==> src/rtl/mjfd_pkg.sv <==
// ----------------------------------------------------------------------------
// mjfd_pkg: shared definitions for the marked JPEG frame deframer
// Window geometry, marker and pattern bytes, frame phases and status codes.
// ----------------------------------------------------------------------------
package mjfd_pkg;

   localparam int unsigned WinLen  = 13;
   localparam int unsigned HeldLen = WinLen - 1;
   localparam int unsigned TailLen = 9;
   localparam int unsigned TailPos = 3;

   typedef logic [7:0] byte_type;
   typedef logic [3:0] count_type;
   typedef logic [1:0] phase_type;
   typedef logic [2:0] status_type;

   localparam byte_type  MarkFf   = 8'hFF;
   localparam byte_type  MarkSoi  = 8'hD8;
   localparam byte_type  MarkEoi  = 8'hD9;
   localparam count_type HdrCount = 4'd11;
   localparam count_type FullFill = count_type'(HeldLen);

   localparam phase_type PhIdle    = 2'd0;
   localparam phase_type PhHeader  = 2'd1;
   localparam phase_type PhPayload = 2'd2;
   localparam phase_type PhEnding  = 2'd3;

   localparam status_type StNone     = 3'd0;
   localparam status_type StGood     = 3'd1;
   localparam status_type StSumBad   = 3'd2;
   localparam status_type StNoTail   = 3'd3;
   localparam status_type StAbortHdr = 3'd4;
   localparam status_type StAbortSoi = 3'd5;

   localparam byte_type HdrPat [WinLen] = '{
      8'h3C, 8'h42, 8'h69, 8'h6E, 8'h67, 8'h6F, 8'h53,
      8'h74, 8'h61, 8'h72, 8'h74, 8'hFF, 8'hD8
   };

   localparam byte_type TailPat [TailLen] = '{
      8'h42, 8'h69, 8'h6E, 8'h67, 8'h6F, 8'h45, 8'h6E, 8'h64, 8'h3E
   };

endpackage

==> src/rtl/marked_jpeg_frame_deframer.sv <==
// ----------------------------------------------------------------------------
// marked_jpeg_frame_deframer: marked JPEG frame deframer
// Tags each received byte with its frame membership, reports the verdict of
// every closed frame on its D9 byte and flags a frame that is abandoned.
//
// Usage:
//   req_* carries one received byte per beat, rsp_* one tagged byte per beat.
//   The block holds the last 12 bytes; together with the byte being accepted
//   they form the 13-byte window that is searched for header, markers and
//   tail. The first 12 beats after reset give no result; from then on every
//   accepted beat releases the oldest byte of the window.
//   Latency: the result for a byte is shown in the cycle after the beat that
//   brings in the byte 12 positions later.
//   Throughput: one beat per cycle while results are taken; all compares of the
//   window and the 8-bit sum are combinational from the held bytes to the result register.
//   Reset empties the window, closes any frame and drops a waiting result.
//   A stalled receiver holds the result register; req_ready stays high while
//   that register is empty or is being taken in the same cycle.
// ----------------------------------------------------------------------------
module marked_jpeg_frame_deframer
   import mjfd_pkg::*;
(
   input  logic       clock,
   input  logic       reset,
   input  logic       req_valid,
   output logic       req_ready,
   input  logic [7:0] req_rx_byte,
   output logic       rsp_valid,
   input  logic       rsp_ready,
   output logic [7:0] rsp_data_byte,
   output logic       rsp_in_frame,
   output logic       rsp_frame_first,
   output logic [2:0] rsp_frame_status
);

   byte_type   win_ff [HeldLen];
   count_type  fill_ff, fill_in;
   phase_type  phase_ff, phase_in;
   count_type  cnt_ff, cnt_in;
   byte_type   sum_ff, sum_in;
   status_type verdict_ff, verdict_in;

   logic       out_valid_ff, out_valid_in;
   byte_type   out_data_ff;
   logic       out_inf_ff, out_inf_in;
   logic       out_first_ff, out_first_in;
   status_type out_status_ff, out_status_in;

   byte_type   win [WinLen];
   logic       accept;
   logic       full;
   logic       hdr_hit;
   logic       tail_hit;
   byte_type   end_sum;
   count_type  cnt_dec;

   assign req_ready = !out_valid_ff || rsp_ready;
   assign accept    = req_valid && req_ready;
   assign full      = (fill_ff == FullFill);

   always_comb begin
      for (int i = 0; i < HeldLen; i++) begin
         win[i] = win_ff[i];
      end
      win[HeldLen] = req_rx_byte;
   end

   always_comb begin
      hdr_hit = 1'b1;
      for (int i = 0; i < WinLen; i++) begin
         if (win[i] != HdrPat[i]) begin
            hdr_hit = 1'b0;
         end
      end
      tail_hit = 1'b1;
      for (int i = 0; i < TailLen; i++) begin
         if (win[TailPos + i] != TailPat[i]) begin
            tail_hit = 1'b0;
         end
      end
   end

   assign end_sum = sum_ff + MarkFf + MarkEoi;
   assign cnt_dec = (cnt_ff != 4'd0) ? cnt_ff - 4'd1 : cnt_ff;

   always_comb begin
      phase_in      = phase_ff;
      cnt_in        = cnt_ff;
      sum_in        = sum_ff;
      verdict_in    = verdict_ff;
      out_inf_in    = 1'b0;
      out_first_in  = 1'b0;
      out_status_in = StNone;
      case (phase_ff)
         PhEnding: begin
            out_inf_in    = 1'b1;
            out_status_in = verdict_ff;
            verdict_in    = StNone;
            phase_in      = PhIdle;
         end
         PhHeader: begin
            cnt_in = cnt_dec;
            if (cnt_dec == 4'd0) begin
               phase_in     = PhPayload;
               out_inf_in   = 1'b1;
               out_first_in = 1'b1;
               sum_in       = win[0];
            end
         end
         default: begin
            if (hdr_hit) begin
               if (phase_ff == PhPayload) begin
                  out_status_in = StAbortHdr;
               end
               phase_in = PhHeader;
               cnt_in   = HdrCount;
            end else if (phase_ff == PhPayload) begin
               if (win[0] == MarkFf && win[1] == MarkEoi) begin
                  if (!tail_hit) begin
                     verdict_in = StNoTail;
                  end else if (end_sum == win[2]) begin
                     verdict_in = StGood;
                  end else begin
                     verdict_in = StSumBad;
                  end
                  phase_in   = PhEnding;
                  out_inf_in = 1'b1;
               end else if (win[0] == MarkFf && win[1] == MarkSoi) begin
                  phase_in      = PhIdle;
                  out_status_in = StAbortSoi;
               end else begin
                  sum_in     = sum_ff + win[0];
                  out_inf_in = 1'b1;
               end
            end else begin
               phase_in = PhIdle;
            end
         end
      endcase
   end

   assign fill_in      = full ? fill_ff : fill_ff + 4'd1;
   assign out_valid_in = accept ? full : (out_valid_ff && !rsp_ready);

   always_ff @(posedge clock) begin
      if (reset) begin
         fill_ff      <= '0;
         phase_ff     <= PhIdle;
         cnt_ff       <= '0;
         sum_ff       <= '0;
         verdict_ff   <= StNone;
         out_valid_ff <= 1'b0;
      end else begin
         out_valid_ff <= out_valid_in;
         if (accept) begin
            fill_ff <= fill_in;
            if (full) begin
               phase_ff   <= phase_in;
               cnt_ff     <= cnt_in;
               sum_ff     <= sum_in;
               verdict_ff <= verdict_in;
            end
         end
      end
   end

   always_ff @(posedge clock) begin
      if (accept) begin
         for (int i = 0; i < HeldLen; i++) begin
            win_ff[i] <= win[i + 1];
         end
         if (full) begin
            out_data_ff   <= win[0];
            out_inf_ff    <= out_inf_in;
            out_first_ff  <= out_first_in;
            out_status_ff <= out_status_in;
         end
      end
   end

   assign rsp_valid        = out_valid_ff;
   assign rsp_data_byte    = out_data_ff;
   assign rsp_in_frame     = out_inf_ff;
   assign rsp_frame_first  = out_first_ff;
   assign rsp_frame_status = out_status_ff;

endmodule

==> config.mk <==
export PLATFORM = sky130hd
export DESIGN_NAME = marked_jpeg_frame_deframer
export DESIGN_NICKNAME = d
export VERILOG_FILES = /design/src/rtl/mjfd_pkg.sv /design/src/rtl/marked_jpeg_frame_deframer.sv
export SDC_FILE = /design/constraint.sdc
export NUM_CORES = 1
export LEC_CHECK = 0
export BUFFER_PORTS_ARGS = -buffer_cell sky130_fd_sc_hd__buf_2
export CORE_MARGIN = 3
export CORE_UTILIZATION = 55
export DETAILED_ROUTE_END_ITERATION = 6
export GPL_TIMING_DRIVEN = 0
export PLACE_DENSITY_LB_ADDON = 0.25
export SETUP_SLACK_MARGIN = 0.02
export SYNTH_ARGS = -nofsm -noshare
export SYNTH_HDL_FRONTEND = slang
export SYNTH_SLANG_ARGS = --single-unit
==> constraint.sdc <==
create_clock -name clock -period 3.55 [get_ports clock]
set_input_delay 0.1775 -clock clock [delete_from_list [all_inputs] [get_ports clock]]
set_output_delay 0.1775 -clock clock [all_outputs]
set_load 0.05 [all_outputs]
======== After elaboration in Yosys (flattened, before gate mapping) ========
Memories as Yosys holds them, arrays and structs flattened.
Index checks and enable logic that the tools add are counted.
W data, S select, Z words.
cells by class
  add/subtract/negate cells ............... 5
  equal/unequal tests ..................... 36
  multiplexer cells ....................... 58
  bitwise gates (word level) .............. 3
  reduce and logical (&&, ||, !) cells .... 19
operators with widths
  cell                   count
  $ne A8 B7 Y1 const B   18
  $mux W8                5
  $mux W1                30
  $eq A8 B8 Y1 const B   3
  $mux W3                8
  $add A8 B8 Y8 const B  2
  $ne A8 B6 Y1 const B   2
  $ne A8 B8 Y1 const B   2
  $pmux W8 S2            1
  $mux W2                7
  $pmux W3 S2            2
  $add A8 B8 Y8          1
  $eq A8 B8 Y1           1
  $mux W4                2
  $ne A2 B1 Y1 const B   4
  $pmux W4 S2            1
  $reduce_and A4 Y1      2
  $reduce_and A8 Y1      1
  $reduce_bool A2 Y1     4
  $ne A6 B2 Y1 const B   1
  $reduce_and A6 Y1      1
  $add A4 B1 Y4 const B  1
  $eq A2 B2 Y1 const B   2
  $eq A4 B4 Y1 const B   1
  other kinds (12)       19
word-level totals
  register bits ........................... 35
  memory bits (writable) .................. 96
  input port bits ......................... 12
  output and inout bits ................... 15
  memories kept ........................... 1
memory list
  name    depth  width  read ports  clocked after memory_dff  write ports  line                              source
  win_ff  12     8      12          0                         12           marked_jpeg_frame_deframer.sv:36  byte_type win_ff [HeldLen];

======== Logic depth before layout (Yosys ltp) ========
Gate-level depths: netlist (run 1).
An unclocked memory read counts as a cell.
  depth in word-level cells ............... 17
  mapped depth ............................ 9
  depth with buffers taken out ............ 9

======== Worst setup path before layout (run 1) ========
OpenSTA, ideal clock, no wires.
  kind .................................... register to register
  start point ............................. register out_valid_ff, in the netlist rsp_valid
  end point ............................... register fill_ff[3]
  setup time .............................. 134 ps
  arrival ................................. 4111 ps
  data required time ...................... 3416 ps
  slack ................................... -694 ps
  cell stages (with the launch flop) ...... 7
  buffers on the path ..................... 0
  clock period less this slack ............ 4244 ps
  cell sequence ........................... dfxtp_1 -> nand2b_1 -> and2_1 -> nor2b_1 -> nand4_1 -> xor2_1 -> nor2_1
on the way
  cells in the longest elaborated chain, start to end .. 4
RTL lines
  item                                line                               source
  start: declaration                  marked_jpeg_frame_deframer.sv:43   logic out_valid_ff, out_valid_in;
  start signal: assignment            marked_jpeg_frame_deframer.sv:154  out_valid_ff <= out_valid_in;
  $logic_not A1 Y1                    marked_jpeg_frame_deframer.sv:57   assign req_ready = !out_valid_ff || rsp_ready;
  $logic_or A1 B1 Y1                  marked_jpeg_frame_deframer.sv:57
  via req_ready                       marked_jpeg_frame_deframer.sv:26   output logic req_ready,
  $logic_and A1 B1 Y1                 marked_jpeg_frame_deframer.sv:58   assign accept = req_valid && req_ready;
  via accept                          marked_jpeg_frame_deframer.sv:50   logic accept;
  $reduce_and A2 Y1 (no source line)  -
  end signal: assignment              marked_jpeg_frame_deframer.sv:156  fill_ff <= fill_in;
  end: declaration                    marked_jpeg_frame_deframer.sv:37   count_type fill_ff, fill_in;
The timed path passes the listed nets, and every way through them passes these cells.
A chain may end at the register's enable or synchronous reset.

======== Worst setup path after layout (run 1) ========
  start point ............................. register cnt_ff[0]
  end point ............................... register sum_ff[3]
on the way
  cells in the longest elaborated chain, start to end .. 5
  elaborated cells between the ends (all ways) .. 6
  those cells by class .................... add/sub (1); eq/ne (1); mux (1); reduce/logical (3)
RTL lines
  item                                                 line                               source
  start: declaration                                   marked_jpeg_frame_deframer.sv:39   count_type cnt_ff, cnt_in;
  start signal: assignment                             marked_jpeg_frame_deframer.sv:159  cnt_ff <= cnt_in;
  $sub A4 B1 Y4 or $reduce_bool A4 Y1 (tied branches)  marked_jpeg_frame_deframer.sv:84   assign cnt_dec = (cnt_ff != 4'd0) ? cnt_ff - 4'd1 : cnt_ff;
  $mux W4 (*)                                          marked_jpeg_frame_deframer.sv:84
  $logic_not A4 Y1 (*)                                 marked_jpeg_frame_deframer.sv:103  if (cnt_dec == 4'd0) begin
  $ne A2 B2 Y1 (no source line) (*)                    -
  $reduce_and A8 Y1 (no source line) (*)               -
  end signal: assignment                               marked_jpeg_frame_deframer.sv:160  sum_ff <= sum_in;
  end: declaration                                     marked_jpeg_frame_deframer.sv:40   byte_type sum_ff, sum_in;
Every way passes the cells marked *; elsewhere a longest branch is shown, timed or not.

==> results of run 1 <==
[cells in the final DEF, fill, tap and decap left out, types with 10 or more instances in the layout]
| cell type | count |
|---|---|
| edfxtp_1 | 109 |
| buf_2 | 26 |
| dfxtp_1 | 21 |
| inv_1 | 17 |
| nand2_1 | 17 |
| nor3_1 | 17 |
| clkbuf_16 | 16 |
| nor4bb_1 | 15 |
| ha_1 | 14 |
| nor2_1 | 13 |
| o21ai_0 | 11 |
| nand4_1 | 11 |
| a21oi_1 | 10 |
[area by class of cell]
type	count	area, um2	share of cell area (%)
well taps	133	166	2.53
inverters	17	63.8	0.970
flip-flops and latches	130	3690	56.2
clock inverters	11	161	2.45
repair buffers	36	248	3.77
plain buffers	6	30.0	0.457
multi-input cells	229	1790	27.2
clock buffers	20	425	6.47
[kinds of logic (layout without fill, tap and decap cells)]
group	count (synthesis)	in the layout	synth area share, %
AND/OR/NAND/NOR	139	139	17.3
XOR/XNOR	14	14	2.20
multiplexers	7	7	1.28
flip-flops	130	130	66.3
adder cells (fa/ha/maj)	15	15	3.50
AO/OA/AOI/OAI	54	54	7.77
buffers and inverters	23	90	1.68
[worst max-delay path, stage by stage, from the launching register on]
cell and delay [ns]:
dfxtp_1 0.37, inv_1 0.09, ha_1 0.32, or4bb_1 0.48, a31oi_1 0.22, nand2_1 0.11
nor2_1 0.54, or2_1 0.20, buf_6 0.15, a311oi_2 0.09
[worst min-delay path by stage]
stage / start / to / slack (ns) / cells past startpoint
2_1_floorplan: req_rx_byte[0] / win_ff[2][24] / 0.28 / 0
3_3_place_gp: req_rx_byte[5] / win_ff[2][29] / 0.36 / 1
3_5_place_dp: req_rx_byte[6] / win_ff[2][30] / 0.37 / 1
4_1_cts: reset / sum_ff[7] / 0.04 / 3
5_1_grt: reset / sum_ff[7] / 0.06 / 3
6_report: reset / sum_ff[7] / 0.05 / 3
[report_power, final]
| part | switching [mW] | internal (mW) |
|---|---|---|
| clock | 0.616 | 1.13 |
| combinational | 0.0553 | 0.0461 |
| sequential | 0.0581 | 1.74 |
| total | 0.730 | 2.91 |
[stage by stage]
| step | std cells | hold slack (ns) | util, % |
|---|---|---|---|
| floorplan | 382 | 0.276 | - |
| global placement | 541 | 0.365 | 59.8 |
| detailed placement | 542 | 0.368 | 60.1 |
| CTS | 582 | 0.0428 | 67.0 |
| global route | 582 | 0.0582 | 67.0 |
| finish | 582 | 0.0546 | 67.0 |
[routing by layer]
layer	track usage, %	wire [um]
met1	28.1	4990
met2	34.6	5790
met3	6.20	563
met4	6.94	152
met5	0	0
[flip-flops by register name, indices dropped and copies added, names as in the netlist]
signal	flops
win_ff	96
rsp_data_byte	8
sum_ff	8
cnt_ff	4
fill_ff	4
rsp_frame_status	3
phase_ff	2
verdict_ff	2
rsp_frame_first	1
rsp_in_frame	1
rsp_valid	1
==> impl_results.md, run 1 <==
- Outcome: complete, no violations
- Post-route cell area: between 0.006 and 0.007 mm2
- TritonCTS clock tree: built
- Hold_buf cts: 9
- Final worst-path cycle share: 76.7%
- P&R area growth vs syn: 18.0%
- FF-to-FF Start: cnt_ff[0]
- Critical Path Source: cnt_ff[0]
- DRC viols: 0
- Starting Density: 56.8%
- Fin. max-slew vios: 0
- Final hold vios: 0
- Ranking of synthesized cells by area: edfxtp_1 (59%), dfxtp_1 (7.5%), ha_1 (3.1%)
- # clock sinks: 130
- Synth Warn #: 0
- Slew margin rel.: 55.3%
- Reg2reg path depth: 9
- Share of cells above drive strength 1: between 10% and 20%
- Synthesized net count: about 410
- Ant diodes: 0
- Pwr Density: 554 mW/mm2
- Ys async rst share: 0%
- Tmin final: ~2.7 ns
- Fill count: 713
- Fmax: 0.367 GHz
- HPWL after DPL: 7470 um
- RSZ-0062 raised after global routing: false
- LEAKAGE: ~2.3 nW
- Reg-to-reg endpoint: sum_ff[3]
- Commonest cells post-synth: edfxtp_1 (109), dfxtp_1 (21), inv_1 (17), nand2_1 (17), nor3_1 (17)
- Die Ht: 107 um
- Main synth FF type: edfxtp_1
- Grt total ovfl: 0
- GP Congestion: 0.841
- Drt first-iter violations: 261
- Yosys top cell area share: about three fifths
- CP Max Fanout: 9
- Vias in the first global route: ~3,500
- Final nets: 464
- Tot GR Track Use: a little over a fifth
- Largest net degree at the start of global routing: 64
- Worst setup margin: approximately 0.83 ns
- Die area: 0.0114 mm2
- Post-CTS setup buffer count: 0
- Worst Setup Start Kind: flop
- Sequential fraction of the synthesis area: 66.3%
- Final wirelength: 11,500 um
- Via count: roughly 3,500
- Skew-Pair Late Insertion Delay: 0.51 ns
- Worst Skew: 0.00685 ns
- Clock root buffer master: clkbuf_8
- Area after DPL: 0.00590 mm2
- Initial antenna violation count: 0
- Least-Margin Pin Slew: roughly 0.67 ns
- First drt pass iteration count: 5
- H-tree Lvls: 4
- CTS max path bufs: 2
- I/O Pins: 27
- Worst EP required: 3.92 ns
- Worst Setup EP: sum_ff[3]
- Cts bufs inserted: 17
- Distinct cell type count after synthesis: 62
- Most common cell in the netlist: edfxtp_1
- First-pass GRT wire length: 18,400 um
- Peak VDD IR: between 300 and 400 uV
- WL per Instance: 19.8 um
- Worst-path clk slew: 0.06 ns
- Syn Std Cell Area: 0.00557 mm2
- # setup viols final: 0
- Syn Inst Count: 382
- Average cell area after synthesis: between 10 and 15 um2
- Die width: 107 um
- Detail Route Antenna Nets: 0
- Tot Pwr: 3.64 mW
- Vias/cell: 6.06
- WP data arrival: 3.09 ns
- Max_cap viols: 0
- Buffers on Ports: 26
- Setup TNS: 0 ns
- CP Capture Type: flop
- Reg2reg setup slack: between 0.8 and 0.9 ns
- Tightest Hold Check Type: in -> reg
- Top cell type by total area after synthesis: edfxtp_1
- Synthesis-stage register bit count: 130
- Critical path class: reg -> reg
- Pre-CTS WS: 0.871 ns
- Placeable Area: 0.00982 mm2
- Post-CTS sizing: 0
- Post-synth EDFFs: 109
- Core Rows: 36
No activity file was read; power rests on OpenSTA's default activity.
==> inputs of run 2 (changes only) <==
- CORE_UTILIZATION: 55 -> 61
- clock period: 3.55 -> 2.8 ns (I/O delays scaled with it)
==> run 2 against run 1 <==
Sequential cell count did not move. Global-route usage rose by 2.7 points. Sequential share of layout area rose by 0.57 points. Routed wire length fell by 0.54%. Utilization rose by 7.0 points. Critical path type unchanged. Largest cell class unchanged.
==> impl_results.md, run 2 (same netlist as run 1, synthesis figures left out) <==
- Peak VDD IR: 462 uV (+47%)
- Placeable Area: 0.00881 mm2 (-10%)
- Sequential Power Share: 50.4% (+1.1 points)
- Detail Route Antenna Nets: 0 (unchanged)
- Ant diodes: 0 (unchanged)
- Tot GR Track Use: 24.1% (+2.7 points)
- CP Max Fanout: 6 (-3)
- Fill count: 529 (-26%)
- Final worst-path cycle share: 93.8% (+17 points)
- GP Congestion: 0.859 (+2.1%)
- P&R area growth vs syn: 16.8%
- Share of cells above drive strength 1: 17.8% (+1.3 points)
- Initial antenna violation count: 0 (unchanged)
- Largest register FFs: 96 (unchanged)
- Final wirelength: 11,400 um (-0.54%)
- Largest net degree at the start of global routing: 98 (+53%)
- HPWL after DPL: 7660 um (+2.5%)
- NetSw: 0.985 mW (+35%)
- Met3 wire len: 544 um (-3.4%)
- # clock sinks: 130 (unchanged)
- Most frequent cells in the layout: edfxtp_1 (109), buf_2 (26), dfxtp_1 (21)
- Internal Power: 3.53 mW (+21%)
- Switching share of total power: 21.8% (+1.8 points)
- Final nets: 463 (-0.22%)
- RSZ-0062 raised after global routing: false
- Drt first-iter violations: 222 (-15%)
- CTS max path bufs: 2 (unchanged)
- Final hold vios: 0 (unchanged)
- Met2 WL: 5800 um (+0.12%)
- Clk pwr share: 46.9% (-1.1 points)
- Vias/cell: 6.37 (+5.1%)
- Vias in the first global route: 3,543 (unchanged)
- Fin cells: 557 (-4.3%)
- Die width: 102 um (-4.8%)
- Cts bufs inserted: 17 (unchanged)
- Post-CTS setup buffer count: 0 (unchanged)
- Core Rows: 34 (-5.6%)
- Grt total ovfl: 0 (unchanged)
- Worst Setup Start Kind: flop
- LEAKAGE: 2.31 nW (-1.0%)
- # setup viols final: 0 (unchanged)
- Logic pwr share: 2.7% (about the same)
- WP data arrival: 3.03 ns (-0.06 ns)
- DRC viols: 0 (unchanged)
- Commonest non-fill, non-tap cell in the layout: edfxtp_1
- Post-Route M1 WL: 4940 um (-0.90%)
- Post-route cell area: 0.00651 mm2 (-1.0%)
- TritonCTS clock tree: built
- Fin. max-slew vios: 0 (unchanged)
- Starting Density: 63.3% (+6.5 points)
- Skew-Pair Late Insertion Delay: 0.52 ns (about the same)
- Slew margin rel.: 20.3% (-35 points)
- Largest Register: win_ff
- Worst setup margin: 0.174 ns (-0.653 ns)
- Top layer in use: met4
- Fmax: 0.381 GHz (+3.7%)
- Tmin final: 2.63 ns (-0.0974 ns)
- WL per Instance: 20.5 um (+3.9%)
- Setup TNS: 0 ns (unchanged)
- CP Capture Type: flop
- I/O Pins: 27 (unchanged)
- Worst EP required: 3.21 ns (-0.71 ns)
- Die Ht: 102 um (-4.8%)
- Clock root buffer master: clkbuf_8
- Worst Skew: 0.00937 ns (+0.00251 ns)
- Pre-CTS WS: 0.0915 ns (-0.780 ns)
- Worst-path clk slew: 0.06 ns (about the same)
- First-pass GRT wire length: 18,500 um (+0.38%)
- Finished Core Util: 73.9% (+7.0 points)
- Critical path class: reg -> reg
- Buffers on Ports: 26 (unchanged)
- H-tree Lvls: 4 (unchanged)
- Tightest Hold Check Type: in -> reg
- Area after DPL: 0.00584 mm2 (-1.0%)
- Outcome: complete, no violations
- Inst Count DP: 516 (-4.8%)
- Max_cap viols: 0 (unchanged)
- First drt pass iteration count: 5 (unchanged)
- Die area: 0.0103 mm2 (-9.3%)
- Least-Margin Pin Slew: 1.20 ns (+0.525 ns)
- Pwr Density: 694 mW/mm2 (+25%)
- Via count: 3,547 (+0.62%)
[run 2: path summary, 6_finish.rpt]
kind	slack, ns	end	depth (start not counted)	startpoint
worst max-delay path	0.17	cnt_ff[0]	6	win_ff[0][10]
worst min-delay path	0.01	sum_ff[7]	3	reset
worst max register to register	0.17	cnt_ff[0]	6	win_ff[0][10]
worst min register to register	0.44	win_ff[1][7]	0	win_ff[1][15]
[run 2: area by class of cell]
| type | instances | area (um2) | area share (%) |
|---|---|---|---|
| flip-flops and latches | 130 | 3690 | 56.7 |
| multi-input cells | 229 | 1800 | 27.6 |
| clock buffers | 18 | 418 | 6.42 |
| repair buffers | 35 | 220 | 3.38 |
| clock inverters | 14 | 153 | 2.34 |
| well taps | 108 | 135 | 2.08 |
| inverters | 17 | 63.8 | 0.980 |
| plain buffers | 6 | 30.0 | 0.461 |
[run 2: power by group through the flow]
stage                     sequential [mW]  clock [mW]  combinational, mW
after floorplan                      2.28           0             0.0824
after global placement               2.31           0              0.107
after detailed placement             2.31           0              0.112
after CTS                            2.28        2.13              0.123
after global routing                 2.29        2.22              0.138
final                                2.28        2.12              0.124
[run 2: critical path, cell delays in order, from the launching register on]
cell and delay (ns):
edfxtp_1 0.38, nor4bb_1 0.52, nand2_1 0.23, nor4_4 0.52, a31oi_2 0.24, nand2b_1 0.25
o311a_1 0.37
[run 2: what timing repair did]
item,4_1_cts,5_1_grt
hold buffers,9,0
endpoints found under the setup margin,0,11
endpoints found under the hold margin,9,0
resized for setup,0,2
[run 2: stage by stage]
step                hold slack (ns)  power (mW)
detailed placement            0.332        2.43
CTS                        0.000898        4.52
global route                 0.0286        4.64
finish                       0.0145        4.52
floorplan                     0.239        2.36
global placement              0.328        2.41
[run 2: routing by layer]
metal,track usage (%),up-vias
met3,5.44,15
met4,7.98,0
met1,32.3,1767
met5,0,-
met2,39.5,133
li1,-,1632
==> inputs of run 3 (changes only) <==
- BUFFER_PORTS_ARGS: -buffer_cell sky130_fd_sc_hd__buf_2 -> -buffer_cell sky130_fd_sc_hd__buf_4
- CAP_MARGIN: unset -> 20
==> run 3 against run 2 <==
Power decreased by 3.4%. Maximum frequency grew 2.4%. Cell area is 1.0% higher. Critical path depth is 1 higher. Non-clock buffer count up 3. Routed wire length grew 0.24%. Global-route usage down 0.56 points. Critical endpoint is now sum_ff[7]. Largest cell class unchanged.
==> impl_results.md, run 3 (same netlist as run 1, synthesis figures left out) <==
- Clock root buffer master: clkbuf_8
- Tmin final: 2.56 ns (-0.0618 ns)
- Largest net degree at the start of global routing: 98 (unchanged)
- Hold slack: 0.0142 ns (-0.000293 ns)
- Cts bufs inserted: 17 (unchanged)
- Hold EP: sum_ff[7]
- # setup viols final: 0 (unchanged)
- Setup TNS: 0 ns (unchanged)
- LEAKAGE: 2.33 nW (+0.75%)
- Fin. max-slew vios: 0 (unchanged)
- Critical path class: reg -> reg
- WL per Instance: 20.5 um (about the same)
- Final hold vios: 0 (unchanged)
- Inst Count DP: 516 (unchanged)
- I/O Pins: 27 (unchanged)
- DRC viols: 0 (unchanged)
- Die area: 0.0103 mm2 (unchanged)
- H-tree Lvls: 4 (unchanged)
- First-pass GRT wire length: 18,000 um (-2.5%)
- GP Congestion: 0.851 (-0.91%)
- Fin cells: 558 (+0.18%)
- Via count: 3,579 (+0.90%)
- TritonCTS clock tree: built
- Slew margin rel.: 55.9% (+36 points)
- Pwr Density: 664 mW/mm2 (-4.4%)
- Reg-to-reg endpoint: sum_ff[7]
- Worst-path clk slew: 0.06 ns (about the same)
- Core Rows: 34 (unchanged)
- Die Ht: 102 um (unchanged)
- Vias in the first global route: 3,451 (-2.6%)
- Tot GR Track Use: 23.6% (-0.56 points)
- Most frequent cells in the layout: edfxtp_1 (109), buf_4 (28), dfxtp_1 (21)
- FF-to-FF Start: win_ff[0][31]
- Fill count: 515 (-2.6%)
- Reg2reg path depth: 7 (+1)
- Final nets: 466 (+0.65%)
- Vias/cell: 6.41 (+0.72%)
- Grt total ovfl: 0 (unchanged)
- Commonest non-fill, non-tap cell in the layout: edfxtp_1
- Peak VDD IR: 480 uV (+4.0%)
- Outcome: complete, no violations
- P&R area growth vs syn: 18.0%
- Die width: 102 um (unchanged)
- Tightest Hold Check Type: in -> reg
- Reg2reg setup slack: 0.24 ns (+0.06 ns)
- Buffers on Ports: 26 (unchanged)
- RSZ-0062 raised after global routing: false
- Starting Density: 63.3% (unchanged)
- Detail Route Antenna Nets: 0 (unchanged)
- # clock sinks: 130 (unchanged)
- Storage cell area: 0.00369 mm2 (unchanged)
- Final worst-path cycle share: 91.6% (-2.2 points)
- Worst EP required: 3.21 ns (about the same)
- Largest Register: win_ff
- WP data arrival: 2.97 ns (-0.06 ns)
- Min-Delay Startpoint: reset
- Skew-Pair Late Insertion Delay: 0.52 ns (about the same)
- CP Max Fanout: 9 (+3)
- Initial antenna violation count: 0 (unchanged)
- Ant diodes: 0 (unchanged)
- Least-Margin Pin Slew: 0.662 ns (-0.534 ns)
- Largest register FFs: 96 (unchanged)
- Max_cap viols: 0 (unchanged)
- CP Capture Type: flop
- First drt pass iteration count: 5 (unchanged)
- Final wirelength: 11,500 um (+0.24%)
- Placeable Area: 0.00881 mm2 (unchanged)
- Fmax: 0.390 GHz (+2.4%)
- Area of the multi-input gates: 0.00180 mm2 (unchanged)
- Worst Skew: 0.00678 ns (-0.00259 ns)
- Share of cells above drive strength 1: 18.2% (+0.40 points)
- Hold Path Depth: 3 (unchanged)
- Drt first-iter violations: 286 (+29%)
- Tot Pwr: 4.37 mW (-3.4%)
- CTS max path bufs: 2 (unchanged)
- HPWL after DPL: 7340 um (-4.1%)
- Worst Setup Start Kind: flop
run 3: cell types whose count changed in the layout (fill, tap and decap cells not counted), sizes merged:
cell	before	now
clkinv	4	5
buf	27	30
clkinvlp	3	6
bufinv	2	1
inv	22	18
clkbuf	23	22
run 3: what timing repair did:
| action | in CTS | in global routing |
|---|---|---|
| hold buffers | 9 | 0 |
| hold endpoints to repair | 9 | 0 |
| endpoints found under the setup margin | 0 | 14 |
| buffers inserted | 0 | 2 |
| resized for setup | 0 | 2 |
run 3: critical path, stage by stage, from the launching register on:
cell and delay (ns):
edfxtp_1 0.39, nor4bb_1 0.37, nand4_1 0.27, nor4_4 0.55, a2111oi_4 0.21, or2_1 0.26, buf_6 0.15, a32o_1 0.24
run 3: worst max-delay path by stage:
stage	start	end	slack, ns	cells after the start
final	win_ff[0][31]	sum_ff[7]	0.24	7
after global routing	win_ff[0][28]	sum_ff[7]	0.06	7
after CTS	win_ff[0][10]	cnt_ff[0]	0.12	6
after detailed placement	win_ff[0][10]	sum_ff[7]	0.18	7
after global placement	win_ff[2][24]	sum_ff[7]	0.23	7
after floorplan	rsp_valid	fill_ff[3]	0.08	6
run 3: power by group:
part | switching (mW) | leakage (nW) | internal [mW]
Combinational | 0.0700 | 0.861 | 0.0632
Sequential | 0.0747 | 1.23 | 2.20
Clock | 0.796 | 0.242 | 1.16
run 3: final cells by class:
type	count	area share, %
buffer	6	0.457
clock buffer	17	6.30
clock inverter	13	1.75
inverter	17	0.970
multi-input combinational	229	27.3
sequential	130	56.2
tap	108	2.05
timing repair buffer	38	4.98
run 3: per-layer routing:
metal / routed length, um / up-vias / global-route usage, %
li1: - / 1640 / -
met1: 4830 / 1776 / 31.5
met2: 5690 / 146 / 37.9
met3: 767 / 17 / 5.99
met4: 170 / 0 / 8.28
met5: 0 / - / 0
run 3: metrics by stage:
stage | util (%) | worst slack, ns | instance area, um2
after floorplan | - | 0.0835 | 5580
after global placement | 67.1 | 0.227 | 5910
after detailed placement | 67.1 | 0.182 | 5910
after CTS | 74.1 | 0.119 | 6530
after global routing | 74.7 | 0.0603 | 6580
final | 74.7 | 0.236 | 6580
